### src/mftt_pkg.sv
package mftt_pkg;

    // Build-time defaults for the top-level parameters
    localparam int MOTORS_DEF = 8;
    localparam int CPT_DEF    = 8192;

    // Slot field is sized for the largest supported motor count
    localparam int MOTORS_MAX = 32;
    localparam int SLOT_W     = $clog2(MOTORS_MAX);

    localparam logic [14:0] WRAP_RESET = 15'd8000;

    // Motor kind codes carried by the input beat
    typedef enum logic {
        KIND_DIRECT = 1'b0,
        KIND_GEARED = 1'b1
    } motor_kind_t;

    // Decoupling queue between classifier and datapath
    localparam int QUEUE_DEPTH = 2;

    // rps_q16 = speed * 65536 / 60    = speed * 16384 / 15
    //         = speed * 65536 / 1140  = speed * 16384 / 285
    // Quotient by reciprocal multiply, then one correction step.
    localparam int DIV_DIRECT = 15;
    localparam int DIV_GEARED = 285;
    localparam int SH_DIRECT  = 34;
    localparam int SH_GEARED  = 38;
    localparam logic [30:0] RECIP_DIRECT = 31'((64'd1 << SH_DIRECT) / DIV_DIRECT);
    localparam logic [30:0] RECIP_GEARED = 31'((64'd1 << SH_GEARED) / DIV_GEARED);

    // One classified frame as it sits in the queue
    typedef struct packed {
        logic                id_err;
        logic                geared;
        logic [SLOT_W-1:0]   slot;
        logic signed [15:0]  angle;
        logic signed [15:0]  speed;
        logic signed [15:0]  current;
        logic [7:0]          temp;
        logic                spd_neg;
        logic [29:0]         spd_mag;   // |speed| * 16384
    } item_t;

    typedef struct packed {
        logic full;
        logic empty;
    } q_status_t;

endpackage

### src/mftt_front.sv
module mftt_front #(
    parameter int MOTORS = mftt_pkg::MOTORS_DEF
) (
    input  logic [7:0]      motor_id,
    input  logic            motor_kind,
    input  logic [63:0]     payload,
    output mftt_pkg::item_t item
);
    import mftt_pkg::*;

    logic        in_range;
    logic [15:0] spd_raw;
    logic [15:0] spd_abs;
    logic [7:0]  id_m1;

    assign in_range = (motor_id != 8'd0) && (motor_id <= 8'(MOTORS));
    assign spd_raw  = payload[47:32];
    assign spd_abs  = spd_raw[15] ? (~spd_raw + 16'd1) : spd_raw;
    assign id_m1    = motor_id - 8'd1;

    // Bad IDs go down the pipe as an all-zero beat with only the flag set
    always_comb begin
        item = '0;
        if (!in_range) begin
            item.id_err = 1'b1;
        end else begin
            item.geared  = (motor_kind == KIND_GEARED);
            item.slot    = id_m1[SLOT_W-1:0];
            item.angle   = payload[63:48];
            item.speed   = spd_raw;
            item.current = payload[31:16];
            item.temp    = payload[15:8];
            item.spd_neg = spd_raw[15];
            item.spd_mag = {spd_abs, 14'd0};
        end
    end

endmodule

### src/mftt_fifo.sv
module mftt_fifo (
    input  logic                aclk,
    input  logic                aresetn,
    input  logic                wr_en,
    input  mftt_pkg::item_t     wr_item,
    input  logic                rd_en,
    output mftt_pkg::item_t     rd_item,
    output mftt_pkg::q_status_t status
);
    import mftt_pkg::*;

    localparam int PTR_W = (QUEUE_DEPTH > 1) ? $clog2(QUEUE_DEPTH) : 1;
    localparam int CNT_W = $clog2(QUEUE_DEPTH + 1);

    item_t             slot_reg [QUEUE_DEPTH];
    logic [PTR_W-1:0]  wr_ptr_reg, rd_ptr_reg;
    logic [CNT_W-1:0]  cnt_reg, cnt_next;
    logic              do_wr, do_rd;

    assign status.full  = (cnt_reg == CNT_W'(QUEUE_DEPTH));
    assign status.empty = (cnt_reg == '0);
    assign do_wr        = wr_en && !status.full;
    assign do_rd        = rd_en && !status.empty;
    assign rd_item      = slot_reg[rd_ptr_reg];

    always_comb begin
        cnt_next = cnt_reg;
        if (do_wr && !do_rd) begin
            cnt_next = cnt_reg + CNT_W'(1);
        end else if (do_rd && !do_wr) begin
            cnt_next = cnt_reg - CNT_W'(1);
        end
    end

    always_ff @(posedge aclk) begin
        if (!aresetn) begin
            wr_ptr_reg <= '0;
            rd_ptr_reg <= '0;
            cnt_reg    <= '0;
        end else begin
            cnt_reg <= cnt_next;
            if (do_wr) begin
                wr_ptr_reg <= (wr_ptr_reg == PTR_W'(QUEUE_DEPTH - 1)) ? '0
                                                                       : wr_ptr_reg + PTR_W'(1);
            end
            if (do_rd) begin
                rd_ptr_reg <= (rd_ptr_reg == PTR_W'(QUEUE_DEPTH - 1)) ? '0
                                                                       : rd_ptr_reg + PTR_W'(1);
            end
        end
    end

    always_ff @(posedge aclk) begin
        if (do_wr) begin
            slot_reg[wr_ptr_reg] <= wr_item;
        end
    end

endmodule

### src/mftt_back.sv
module mftt_back #(
    parameter int MOTORS          = mftt_pkg::MOTORS_DEF,
    parameter int COUNTS_PER_TURN = mftt_pkg::CPT_DEF
) (
    input  logic               aclk,
    input  logic               aresetn,
    input  logic [14:0]        wrap_threshold,
    input  mftt_pkg::item_t    q_item,
    input  logic               q_valid,
    output logic               q_pop,
    output logic               m_valid,
    input  logic               m_ready,
    output logic               m_id_error,
    output logic signed [15:0] m_rotor_angle,
    output logic signed [15:0] m_rotor_speed,
    output logic signed [15:0] m_drive_current,
    output logic [7:0]         m_temperature,
    output logic signed [26:0] m_speed_rps_q16,
    output logic signed [15:0] m_turn_count,
    output logic signed [29:0] m_total_counts
);
    import mftt_pkg::*;

    localparam int IDX_W = (MOTORS > 1) ? $clog2(MOTORS) : 1;
    localparam logic signed [17:0] CPT_S   = 18'(COUNTS_PER_TURN);
    localparam logic signed [34:0] TOT_MAX = 35'sd536870911;
    localparam logic signed [34:0] TOT_MIN = -35'sd536870912;
    localparam logic signed [15:0] T_MAX   = 16'sh7FFF;
    localparam logic signed [15:0] T_MIN   = 16'sh8000;

    // Per-motor tracking state
    logic signed [15:0] prev_angle_reg  [MOTORS];
    logic signed [15:0] turns_store_reg [MOTORS];

    logic en;

    // stage 1: state update
    logic [IDX_W-1:0]   idx;
    logic               track;
    logic signed [15:0] cur_t, cur_p, t_next;
    logic signed [16:0] diff, thr_pos, thr_neg;

    logic               s1_valid_reg;
    item_t              s1_item_reg;
    logic signed [15:0] s1_turns_reg;

    // stage 2: multiplies
    logic [60:0]        rps_prod;
    logic [60:0]        rps_shift;
    logic signed [33:0] tprod;

    logic               s2_valid_reg;
    logic               s2_err_reg, s2_geared_reg, s2_neg_reg;
    logic signed [15:0] s2_angle_reg, s2_speed_reg, s2_current_reg, s2_turns_reg;
    logic [7:0]         s2_temp_reg;
    logic [29:0]        s2_mag_reg;
    logic [25:0]        s2_q0_reg;
    logic signed [33:0] s2_tprod_reg;

    // stage 3: quotient fix-up, total, saturation
    logic [8:0]         divisor;
    logic [29:0]        dq, rem;
    logic [25:0]        q_fix;
    logic signed [26:0] rps;
    logic signed [34:0] sum;
    logic signed [29:0] total;

    logic               s3_valid_reg;
    logic               err_reg;
    logic signed [15:0] angle_reg, speed_reg, current_reg, turns_reg;
    logic [7:0]         temp_reg;
    logic signed [26:0] rps_reg;
    logic signed [29:0] total_reg;

    assign en    = !s3_valid_reg || m_ready;
    assign q_pop = en && q_valid;

    assign idx     = q_item.slot[IDX_W-1:0];
    assign track   = !q_item.id_err && !q_item.geared;
    assign cur_t   = turns_store_reg[idx];
    assign cur_p   = prev_angle_reg[idx];
    assign diff    = {q_item.angle[15], q_item.angle} - {cur_p[15], cur_p};
    assign thr_pos = {2'b00, wrap_threshold};
    assign thr_neg = -thr_pos;

    always_comb begin
        t_next = cur_t;
        if (diff > thr_pos) begin
            if (cur_t != T_MIN) begin
                t_next = cur_t - 16'sd1;
            end
        end else if (diff < thr_neg) begin
            if (cur_t != T_MAX) begin
                t_next = cur_t + 16'sd1;
            end
        end
    end

    always_ff @(posedge aclk) begin
        if (!aresetn) begin
            for (int i = 0; i < MOTORS; i++) begin
                prev_angle_reg[i]  <= '0;
                turns_store_reg[i] <= '0;
            end
        end else if (q_pop && track) begin
            prev_angle_reg[idx]  <= q_item.angle;
            turns_store_reg[idx] <= t_next;
        end
    end

    assign rps_prod  = 61'(s1_item_reg.spd_mag) *
                       61'(s1_item_reg.geared ? RECIP_GEARED : RECIP_DIRECT);
    assign rps_shift = s1_item_reg.geared ? (rps_prod >> SH_GEARED) : (rps_prod >> SH_DIRECT);
    assign tprod     = 34'(s1_turns_reg) * 34'(CPT_S);

    assign divisor = s2_geared_reg ? 9'(DIV_GEARED) : 9'(DIV_DIRECT);
    assign dq      = 30'(s2_q0_reg) * 30'(divisor);
    assign rem     = s2_mag_reg - dq;
    assign q_fix   = s2_q0_reg + ((rem >= 30'(divisor)) ? 26'd1 : 26'd0);
    assign rps     = s2_neg_reg ? -27'(q_fix) : 27'(q_fix);
    assign sum     = 35'(s2_tprod_reg) + 35'(s2_angle_reg);

    always_comb begin
        if (s2_geared_reg || s2_err_reg) begin
            total = '0;
        end else if (sum > TOT_MAX) begin
            total = TOT_MAX[29:0];
        end else if (sum < TOT_MIN) begin
            total = TOT_MIN[29:0];
        end else begin
            total = sum[29:0];
        end
    end

    always_ff @(posedge aclk) begin
        if (!aresetn) begin
            s1_valid_reg <= 1'b0;
            s2_valid_reg <= 1'b0;
            s3_valid_reg <= 1'b0;
        end else if (en) begin
            s1_valid_reg <= q_pop;
            s2_valid_reg <= s1_valid_reg;
            s3_valid_reg <= s2_valid_reg;
        end
    end

    always_ff @(posedge aclk) begin
        if (en) begin
            s1_item_reg  <= q_item;
            s1_turns_reg <= track ? t_next : 16'sd0;

            s2_err_reg     <= s1_item_reg.id_err;
            s2_geared_reg  <= s1_item_reg.geared;
            s2_neg_reg     <= s1_item_reg.spd_neg;
            s2_angle_reg   <= s1_item_reg.angle;
            s2_speed_reg   <= s1_item_reg.speed;
            s2_current_reg <= s1_item_reg.current;
            s2_temp_reg    <= s1_item_reg.temp;
            s2_mag_reg     <= s1_item_reg.spd_mag;
            s2_turns_reg   <= s1_turns_reg;
            s2_q0_reg      <= rps_shift[25:0];
            s2_tprod_reg   <= tprod;

            err_reg     <= s2_err_reg;
            angle_reg   <= s2_angle_reg;
            speed_reg   <= s2_speed_reg;
            current_reg <= s2_current_reg;
            temp_reg    <= s2_temp_reg;
            turns_reg   <= s2_turns_reg;
            rps_reg     <= rps;
            total_reg   <= total;
        end
    end

    assign m_valid         = s3_valid_reg;
    assign m_id_error      = err_reg;
    assign m_rotor_angle   = angle_reg;
    assign m_rotor_speed   = speed_reg;
    assign m_drive_current = current_reg;
    assign m_temperature   = temp_reg;
    assign m_speed_rps_q16 = rps_reg;
    assign m_turn_count    = turns_reg;
    assign m_total_counts  = total_reg;

endmodule

### src/motor_feedback_turn_tracker.sv
// Motor feedback decoder with multi-turn tracking. Each input beat is one
// feedback frame (motor number, kind, 8 payload bytes with byte 0 in the top
// bits); each beat yields exactly one result beat, in order. Angle, speed and
// current are big-endian signed words from bytes 0-1, 2-3, 4-5; byte 6 is the
// temperature and byte 7 is dropped. Speed is converted to output-shaft rev/s
// in Q16 (rpm/60, or rpm/1140 for the geared kind), truncated toward zero.
// Direct-drive frames update a per-motor last angle and saturating turn count
// (a jump above wrap_threshold steps one turn down, below -wrap_threshold one
// turn up) and report turns*COUNTS_PER_TURN + angle, clamped to 30 bits.
// Geared frames leave the tracking state alone and report zero turns/total.
// Motor numbers outside 1..MOTORS return id_error with every other field zero
// and no state change. Throughput is one beat per clock with m_ready high:
// the classifier feeds a 2-entry queue, and the back end does the per-motor
// read-modify-write in a single stage so consecutive frames for the same
// motor chain correctly. Results come from the registered back-end pipeline.
// Write wrap_threshold only while no frames are in flight.
module motor_feedback_turn_tracker #(
    parameter int MOTORS          = mftt_pkg::MOTORS_DEF,
    parameter int COUNTS_PER_TURN = mftt_pkg::CPT_DEF
) (
    input  logic               aclk,
    input  logic               aresetn,

    // config write channel (wrap_threshold)
    input  logic               cfg_valid,
    output logic               cfg_ready,
    input  logic [14:0]        cfg_data,

    // frame input
    input  logic               s_valid,
    output logic               s_ready,
    input  logic [7:0]         s_motor_id,
    input  logic               s_motor_kind,
    input  logic [63:0]        s_payload,

    // decoded result
    output logic               m_valid,
    input  logic               m_ready,
    output logic               m_id_error,
    output logic signed [15:0] m_rotor_angle,
    output logic signed [15:0] m_rotor_speed,
    output logic signed [15:0] m_drive_current,
    output logic [7:0]         m_temperature,
    output logic signed [26:0] m_speed_rps_q16,
    output logic signed [15:0] m_turn_count,
    output logic signed [29:0] m_total_counts
);
    import mftt_pkg::*;

    logic [14:0] wrap_reg;
    item_t       fe_item;
    item_t       q_item;
    q_status_t   q_st;
    logic        q_pop;

    // Config is always takeable; single register, no address
    assign cfg_ready = 1'b1;

    always_ff @(posedge aclk) begin
        if (!aresetn) begin
            wrap_reg <= WRAP_RESET;
        end else if (cfg_valid && cfg_ready) begin
            wrap_reg <= cfg_data;
        end
    end

    // Input side stalls only when the queue is full
    assign s_ready = !q_st.full;

    mftt_front #(
        .MOTORS (MOTORS)
    ) u_front (
        .motor_id   (s_motor_id),
        .motor_kind (s_motor_kind),
        .payload    (s_payload),
        .item       (fe_item)
    );

    mftt_fifo u_queue (
        .aclk    (aclk),
        .aresetn (aresetn),
        .wr_en   (s_valid && s_ready),
        .wr_item (fe_item),
        .rd_en   (q_pop),
        .rd_item (q_item),
        .status  (q_st)
    );

    mftt_back #(
        .MOTORS          (MOTORS),
        .COUNTS_PER_TURN (COUNTS_PER_TURN)
    ) u_back (
        .aclk            (aclk),
        .aresetn         (aresetn),
        .wrap_threshold  (wrap_reg),
        .q_item          (q_item),
        .q_valid         (!q_st.empty),
        .q_pop           (q_pop),
        .m_valid         (m_valid),
        .m_ready         (m_ready),
        .m_id_error      (m_id_error),
        .m_rotor_angle   (m_rotor_angle),
        .m_rotor_speed   (m_rotor_speed),
        .m_drive_current (m_drive_current),
        .m_temperature   (m_temperature),
        .m_speed_rps_q16 (m_speed_rps_q16),
        .m_turn_count    (m_turn_count),
        .m_total_counts  (m_total_counts)
    );

    // Queue status flags are mutually exclusive
    a_q_flags : assert property (@(posedge aclk) disable iff (!aresetn)
        !(q_st.full && q_st.empty))
        else $error("queue reports full and empty at once");

    // A flagged beat carries zero angle, speed, rev/s, turn count and total
    a_err_zero : assert property (@(posedge aclk) disable iff (!aresetn)
        (m_valid && m_id_error) |->
            (m_rotor_angle == 16'sd0 && m_rotor_speed == 16'sd0 &&
             m_speed_rps_q16 == 27'sd0 && m_turn_count == 16'sd0 &&
             m_total_counts == 30'sd0))
        else $error("id_error beat with nonzero fields");

    // rev/s follows the sign of rpm (truncation toward zero)
    a_rps_neg : assert property (@(posedge aclk) disable iff (!aresetn)
        (m_valid && !m_id_error && m_rotor_speed[15]) |-> (m_speed_rps_q16 <= 27'sd0))
        else $error("negative rpm gave positive rev/s");

    a_rps_pos : assert property (@(posedge aclk) disable iff (!aresetn)
        (m_valid && !m_id_error && !m_rotor_speed[15]) |-> !m_speed_rps_q16[26])
        else $error("non-negative rpm gave negative rev/s");

endmodule

### config.mk
export PLATFORM = sky130hd
export DESIGN_NAME = motor_feedback_turn_tracker
export DESIGN_NICKNAME = d
export VERILOG_FILES = /design/src/mftt_pkg.sv /design/src/mftt_front.sv /design/src/mftt_fifo.sv /design/src/mftt_back.sv /design/src/motor_feedback_turn_tracker.sv
export SDC_FILE = /design/constraint.sdc
export NUM_CORES = 2
export LEC_CHECK = 0
export ABC_AREA = 1
export BUFFER_PORTS_ARGS = -buffer_cell sky130_fd_sc_hd__buf_4
export CAP_MARGIN = 0
export CORE_ASPECT_RATIO = 1.4
export CORE_UTILIZATION = 40
export DETAILED_ROUTE_END_ITERATION = 8
export SLEW_MARGIN = 15
export SYNTH_ARGS = -nofsm -noshare
export SYNTH_HDL_FRONTEND = slang
export SYNTH_SLANG_ARGS = --single-unit
### constraint.sdc
create_clock -name aclk -period 9.34 [get_ports aclk]
set_input_delay 0.467 -clock aclk [delete_from_list [all_inputs] [get_ports aclk]]
set_output_delay 0.467 -clock aclk [all_outputs]
set_load 0.01 [all_outputs]
# Yosys cells after proc, flatten, opt, wreduce, memory -nomap -nowiden
# Memory sizes are Yosys's and may differ from the RTL's. A register that Yosys moved wholly into a read port is not among the register bits.
# Index checks and enable logic that the tools add are counted.
[word_totals] ff_bits=404 mem_bits_rw=444 in_bits=93 output_inout_bits=133 n_memories=3
[memory_table] memory="u_queue.slot_reg" words=2 word_bits=94 rd=1 rd_clocked_by_memory_dff=1 wr=1 line_no="mftt_fifo.sv:15" source="item_t slot_reg [QUEUE_DEPTH];"
[memory_table] memory="u_back.prev_angle_reg" words=8 word_bits=16 rd=1 rd_clocked_by_memory_dff=0 wr=8 line_no="mftt_back.sv:32" source="logic signed [15:0] prev_angle_reg [MOTORS];"
[memory_table] memory="u_back.turns_store_reg" words=8 word_bits=16 rd=1 rd_clocked_by_memory_dff=0 wr=8 line_no="mftt_back.sv:33" source="logic signed [15:0] turns_store_reg [MOTORS];"
[op_classes] add_sub_neg=14 mul=2 magnitude_cmp=6 eq_ne=3 n_mux=32 n_bitwise=1 reduce_logical=24
[op_table] cell="$mux 16" n=7
[op_table] cell="$mux 93" n=1
[op_table] cell="$mul 30x31->61" n=1
[op_table] cell="$gt 35x30->1 const B" n=1
[op_table] cell="$lt 35x30->1 const B" n=1
[op_table] cell="$ne 16x16->1 const B" n=2
[op_table] cell="$reduce_or 16->1" n=2
[op_table] cell="$mux 31" n=1
[op_table] cell="$add 29x16->30" n=1
[op_table] cell="$ge 30x9->1" n=1
[op_table] cell="$mul 26x9->30" n=1
[op_table] cell="$mux 30" n=1
[op_table] cell="$sub 30x30->30" n=1
[op_table] cell="$mux 29" n=1
[op_table] cell="$neg 26->27" n=1
[op_table] cell="$add 26x26->26" n=1
[op_table] cell="$mux 26" n=1
[op_table] cell="$mux 23" n=1
[op_table] cell="$gt 17x16->1" n=1
[op_table] cell="$lt 17x17->1" n=1
[op_table] cell="$neg 15->17" n=1
[op_table] cell="$sub 16x16->17" n=1
[op_table] cell="$add 16x1->16 const B" n=1
[op_table] cell="$add 16x2->16 const B" n=1
[op_table] cell="19 further kinds" n=50

# Longest topological paths before layout
[logic_depth] depth_word=9 depth_mapped=48

# By module
# A second synthesis with hierarchy kept.
[hier_totals] hier_cells=6409 area_unflattened_um2=63762.4
[by_module_without_submodules] module="mftt_back" instances=1 cells_each=5742 area_per_inst_um2=54930.2
[by_module_without_submodules] module="mftt_fifo" instances=1 cells_each=330 area_per_inst_um2=7035.5
[by_module_without_submodules] module="mftt_front" instances=1 cells_each=248 area_per_inst_um2=1174.9
[by_module_without_submodules] module="motor_feedback_turn_tracker" instances=1 cells_each=89 area_per_inst_um2=621.8

# Worst setup path after synthesis
# No wires, ideal clock.
[synth_timing] path_kind="input to register" start="in m_ready" end="reg u_back.s2_valid_reg" t_arrival_ns=7.622 path_slack_ns=1.546 path_stages=4 path_buffers=0 cell_sequence="nor2_1 -> inv_1 -> o21ai_0 -> a21oi_1"
[synth_between] elab_chain_len=1
[synth_rtl] item="start, declared" line_no="motor_feedback_turn_tracker.sv:38" source="input logic m_ready,"
[synth_rtl] item="$logic_or 1x1->1" line_no="mftt_back.sv:75" source="assign en = !s3_valid_reg || m_ready;"
[synth_rtl] item="end signal, assigned" line_no="mftt_back.sv:142" source="s2_valid_reg <= s1_valid_reg;"
[synth_rtl] item="end, declared" line_no="mftt_back.sv:52" source="logic s2_valid_reg;"
# No other way between the ends.
# A chain may end at the register's enable or synchronous reset.

# Final worst setup path
[layout_timing] start="reg u_back.s2_geared_reg" end="reg u_back.rps_reg[26], in the netlist u_back.m_speed_rps_q16[26] (data pin)"
[layout_between] elab_chain_len=7
[layout_rtl] item="start, declared" line_no="mftt_back.sv:53" source="logic s2_err_reg, s2_geared_reg, s2_neg_reg;"
[layout_rtl] item="start signal, assigned" line_no="mftt_back.sv:153" source="s2_geared_reg <= s1_item_reg.geared;"
[layout_rtl] item="$mux 9 *" line_no="mftt_back.sv:116" source="assign divisor = s2_geared_reg ? 9'(DIV_GEARED) : 9'(DIV_DIRECT);"
[layout_rtl] item="$mul 26x9->30" line_no="mftt_back.sv:117" source="assign dq = 30'(s2_q0_reg) * 30'(divisor);"
[layout_rtl] item="$sub 30x30->30" line_no="mftt_back.sv:118" source="assign rem = s2_mag_reg - dq;"
[layout_rtl] item="$ge 30x9->1 *" line_no="mftt_back.sv:119" source="assign q_fix = s2_q0_reg + ((rem >= 30'(divisor)) ? 26'd1 : 26'd0);"
[layout_rtl] item="$mux 1 *" line_no="mftt_back.sv:119"
[layout_rtl] item="$add 26x26->26 *" line_no="mftt_back.sv:119"
[layout_rtl] item="$neg 26->27 *" line_no="mftt_back.sv:120" source="assign rps = s2_neg_reg ? -27'(q_fix) : 27'(q_fix);"
[layout_rtl] item="end signal, assigned" line_no="mftt_back.sv:170" source="rps_reg <= rps;"
[layout_rtl] item="end, declared" line_no="mftt_back.sv:72" source="logic signed [26:0] rps_reg;"
# Mark *: on every way between the ends. The rest lies on a longest branch, timed or not.

==> results.rst <==
.. list-table::
   :header-rows: 1

   * - Metric
     - Value
   * - CP arrival
     - approximately 8.8 ns
   * - Vias in the first global route
     - 36700
   * - First-pass GRT wire length
     - around 210000 um
   * - H-tree levels
     - 3
   * - Filler cell count
     - 12000
   * - Root Driver
     - clkbuf_16
   * - Final hold violation count
     - 0
   * - Clock Latency Late Sink
     - about 0.7 ns
   * - Number of buffers on the longest clock path
     - 3
   * - I/O pin total
     - 226
   * - Initial antenna violation count
     - 6
   * - Number of violations reported at the end of detailed-routing iteration 0
     - 2193
   * - Post-placement setup slack
     - around 0.96 ns
   * - Die H
     - between 400 and 500 um
   * - Library cell contributing the largest single delay on the critical path
     - fa_1
   * - Commonest non-fill, non-tap cell in the layout
     - nand2_1
   * - Run status
     - complete, no violations
   * - Max-slew violation count
     - 0
   * - Final Worst Setup Slack
     - around 1.0 ns
   * - Aggregate global-route resource usage
     - a little over a fifth
   * - Buf+Inv Stages, Crit Path
     - 4
   * - Path category of the worst min-delay check
     - input pin to register
   * - Final cycle utilization of the critical path
     - between 80 and 90%
   * - Detailed-route wire length per cell
     - 19.9 um
   * - Post-route ant nets
     - 0
   * - Max-capacitance violation count
     - 0
   * - Reg area
     - ~23000 um2
   * - Yosys top cell area share
     - between 40% and 50%
   * - Post-route DRC violation count
     - 0
   * - Max Clk Rate
     - ~120 MHz
   * - Grt total ovfl
     - 0
   * - Top cell family by delay on the critical path
     - simple AND/OR/NAND/NOR gates
   * - Setup crit start kind
     - register
   * - Vias after detailed routing
     - roughly 36000
   * - TNS Setup
     - 0 ns
   * - Transition time of the tightest slew-check pin
     - 1.20 ns
   * - Critical path required time
     - around 10 ns
   * - Final setup violation count
     - 0
   * - Share of layout cells above drive strength 1
     - about a tenth
   * - Synthesis-to-finish area growth
     - 12.3%
   * - Rows
     - between 150 and 200
   * - Most frequent cells in the layout
     - 1026 x nand2_1, 790 x inv_1, 742 x edfxtp_1
   * - Effective utilization at floorplan
     - about 40%
   * - Slew Limit Headroom
     - approximately a fifth
   * - Max incr delay on CP
     - 0.53 ns
   * - Ys async rst share
     - 0%
   * - Sum of routed wire length over all layers
     - 140000 um
   * - Number of buffers added on ports
     - 216
   * - Number of buffers inserted during clock tree synthesis
     - 79
   * - Via count normalized by instance count
     - 5.09
   * - Unrepaired setup endpoints after global routing
     - false
   * - Combined area of all synthesized cells
     - 51100 um2
   * - Placeable Area
     - 126000 um2
   * - Total area of multi-input combinational cells
     - between 20000 and 25000 um2
   * - Number of optimization iterations in the first detailed-route pass
     - 5
   * - Setup Crit Path Kind
     - register to register
   * - Avg Synthesized Cell Area
     - about 10 um2
   * - Post-CTS setup-driven buffer insertion count
     - 0
   * - Clk slew on worst S/H paths
     - 0.07 ns
   * - Largest fanout on the critical path
     - 15
   * - Biggest area contributors in the synthesized netlist
     - edfxtp_1 44%, fa_1 14%, ha_1 11%
   * - Sequential-to-total area share from yosys stat
     - between 40% and 50%
   * - Clock tree from TritonCTS
     - done
   * - Routability congestion estimate
     - 0.920
   * - Endpoint type of the worst setup path
     - register
   * - Die Area
     - between 100000 and 150000 um2
   * - Die outline width
     - 304 um
   * - Number of distinct library cells after synthesis
     - between 50 and 60
   * - Number of synthesized flops with an enable pin
     - ~740
   * - Post-layout nets
     - roughly 6200
   * - Synthesized instance count
     - between 5000 and 6000
   * - Flip-flop count of the largest register, all copies and words added
     - 152
   * - Final critical path time including I/O delays and setup
     - around 8.3 ns
   * - Ys Warns
     - 0
   * - Largest net degree at the start of global routing
     - between 100 and 150
   * - Flip-flop and latch count after synthesis
     - between 700 and 800
   * - Sink count of the clock tree
     - ~770
   * - DPL Wire Length
     - roughly 100000 um
   * - Fin Clk Skew
     - roughly 0.045 ns
   * - Internal reg-to-reg setup slack
     - 1.01 ns
   * - Largest area contributor in the netlist
     - edfxtp_1
   * - Post-synth top flop
     - edfxtp_1
   * - Critical path's most frequent cell
     - nand2_1
## cells in the mapped netlist, types with 17 or more instances
library cell and count:
nand2_1 1034, inv_1 791, edfxtp_1 742, nor2_1 486
ha_1 449, fa_1 347, a21oi_1 282, nand3_1 151
o21ai_0 131, xor2_1 93, clkbuf_1 86, a22oi_1 50
nand4_1 50, nor3_1 43, nand2_2 32, xnor2_1 28
o21ai_1 25, dfxtp_1 23, or2_2 22, nand3b_1 20
buf_2 17
## worst min-delay path: cells and delay by family
kind / cells / cell delay (ns)
buffers and inverters: 1 / 0.13
AO/OA/AOI/OAI: 2 / 0.12
## kinds of logic (layout without fill, tap and decap cells)
kind of cell,Yosys count,in the layout,synth area share (%)
multiplexers,1,1,0.0196
AND/OR/NAND/NOR,1889,1889,15.5
buffers and inverters,929,1210,7.07
AO/OA/AOI/OAI,561,561,6.13
XOR/XNOR,121,121,2.08
other,2,40,0.0147
adder cells (fa/ha/maj),796,796,24.6
flip-flops,765,765,44.5
## cell type report
cell class                      count  share of cell area (%)
Inverter                          804                    5.28
Timing Repair Buffer              260                    3.41
Clock inverter                     47                    1.01
Sequential cell                   765                    39.6
Clock buffer                       99                    3.68
Antenna cell                        9                  0.0393
Tap cell                         1638                    3.57
Multi-Input combinational cell   3399                    43.4
## final timing paths
check                               from                         end  depth (start not counted)
hold / removal               cfg_data[9]                 wrap_reg[9]                          3
hold reg to reg   u_back.s1_turns_reg[5]     u_back.s2_tprod_reg[18]                          0
setup / recovery    u_back.s2_geared_reg  u_back.m_speed_rps_q16[26]                         41
setup reg to reg    u_back.s2_geared_reg  u_back.m_speed_rps_q16[26]                         41
## per-stage QoR
stage | hold slack, ns | util (%) | area [um2] | cells
detailed placement | 0.405 | 43.3 | 54600 | 6864
finish | 0.0661 | 45.5 | 57400 | 7021
global route | 0.0646 | 45.4 | 57400 | 7016
global placement | 0.401 | 43.3 | 54600 | 6864
CTS | 0.0137 | 45.4 | 57300 | 7012
floorplan | 0.400 | - | 51200 | 5093
## routing by layer
| metal | wire [um] | share of wire [%] | up-vias | track usage, % |
|---|---|---|---|---|
| li1 | - | - | 17100 | - |
| met1 | 54900 | 39 | 17400 | 25.4 |
| met2 | 71800 | 51 | 985 | 39.5 |
| met3 | 7190 | 5.1 | 257 | 3.06 |
| met4 | 6160 | 4.4 | 0 | 9.75 |
| met5 | 0 | 0 | - | 0 |
## timing repair
action | in CTS | in global routing
resized for setup | 0 | 0
hold buffers | 2 | 0
hold endpoints to repair | 2 | 0
Power is not shown: default switching activity piles up to over one toggle a cycle in this logic, so the estimate is an artifact.
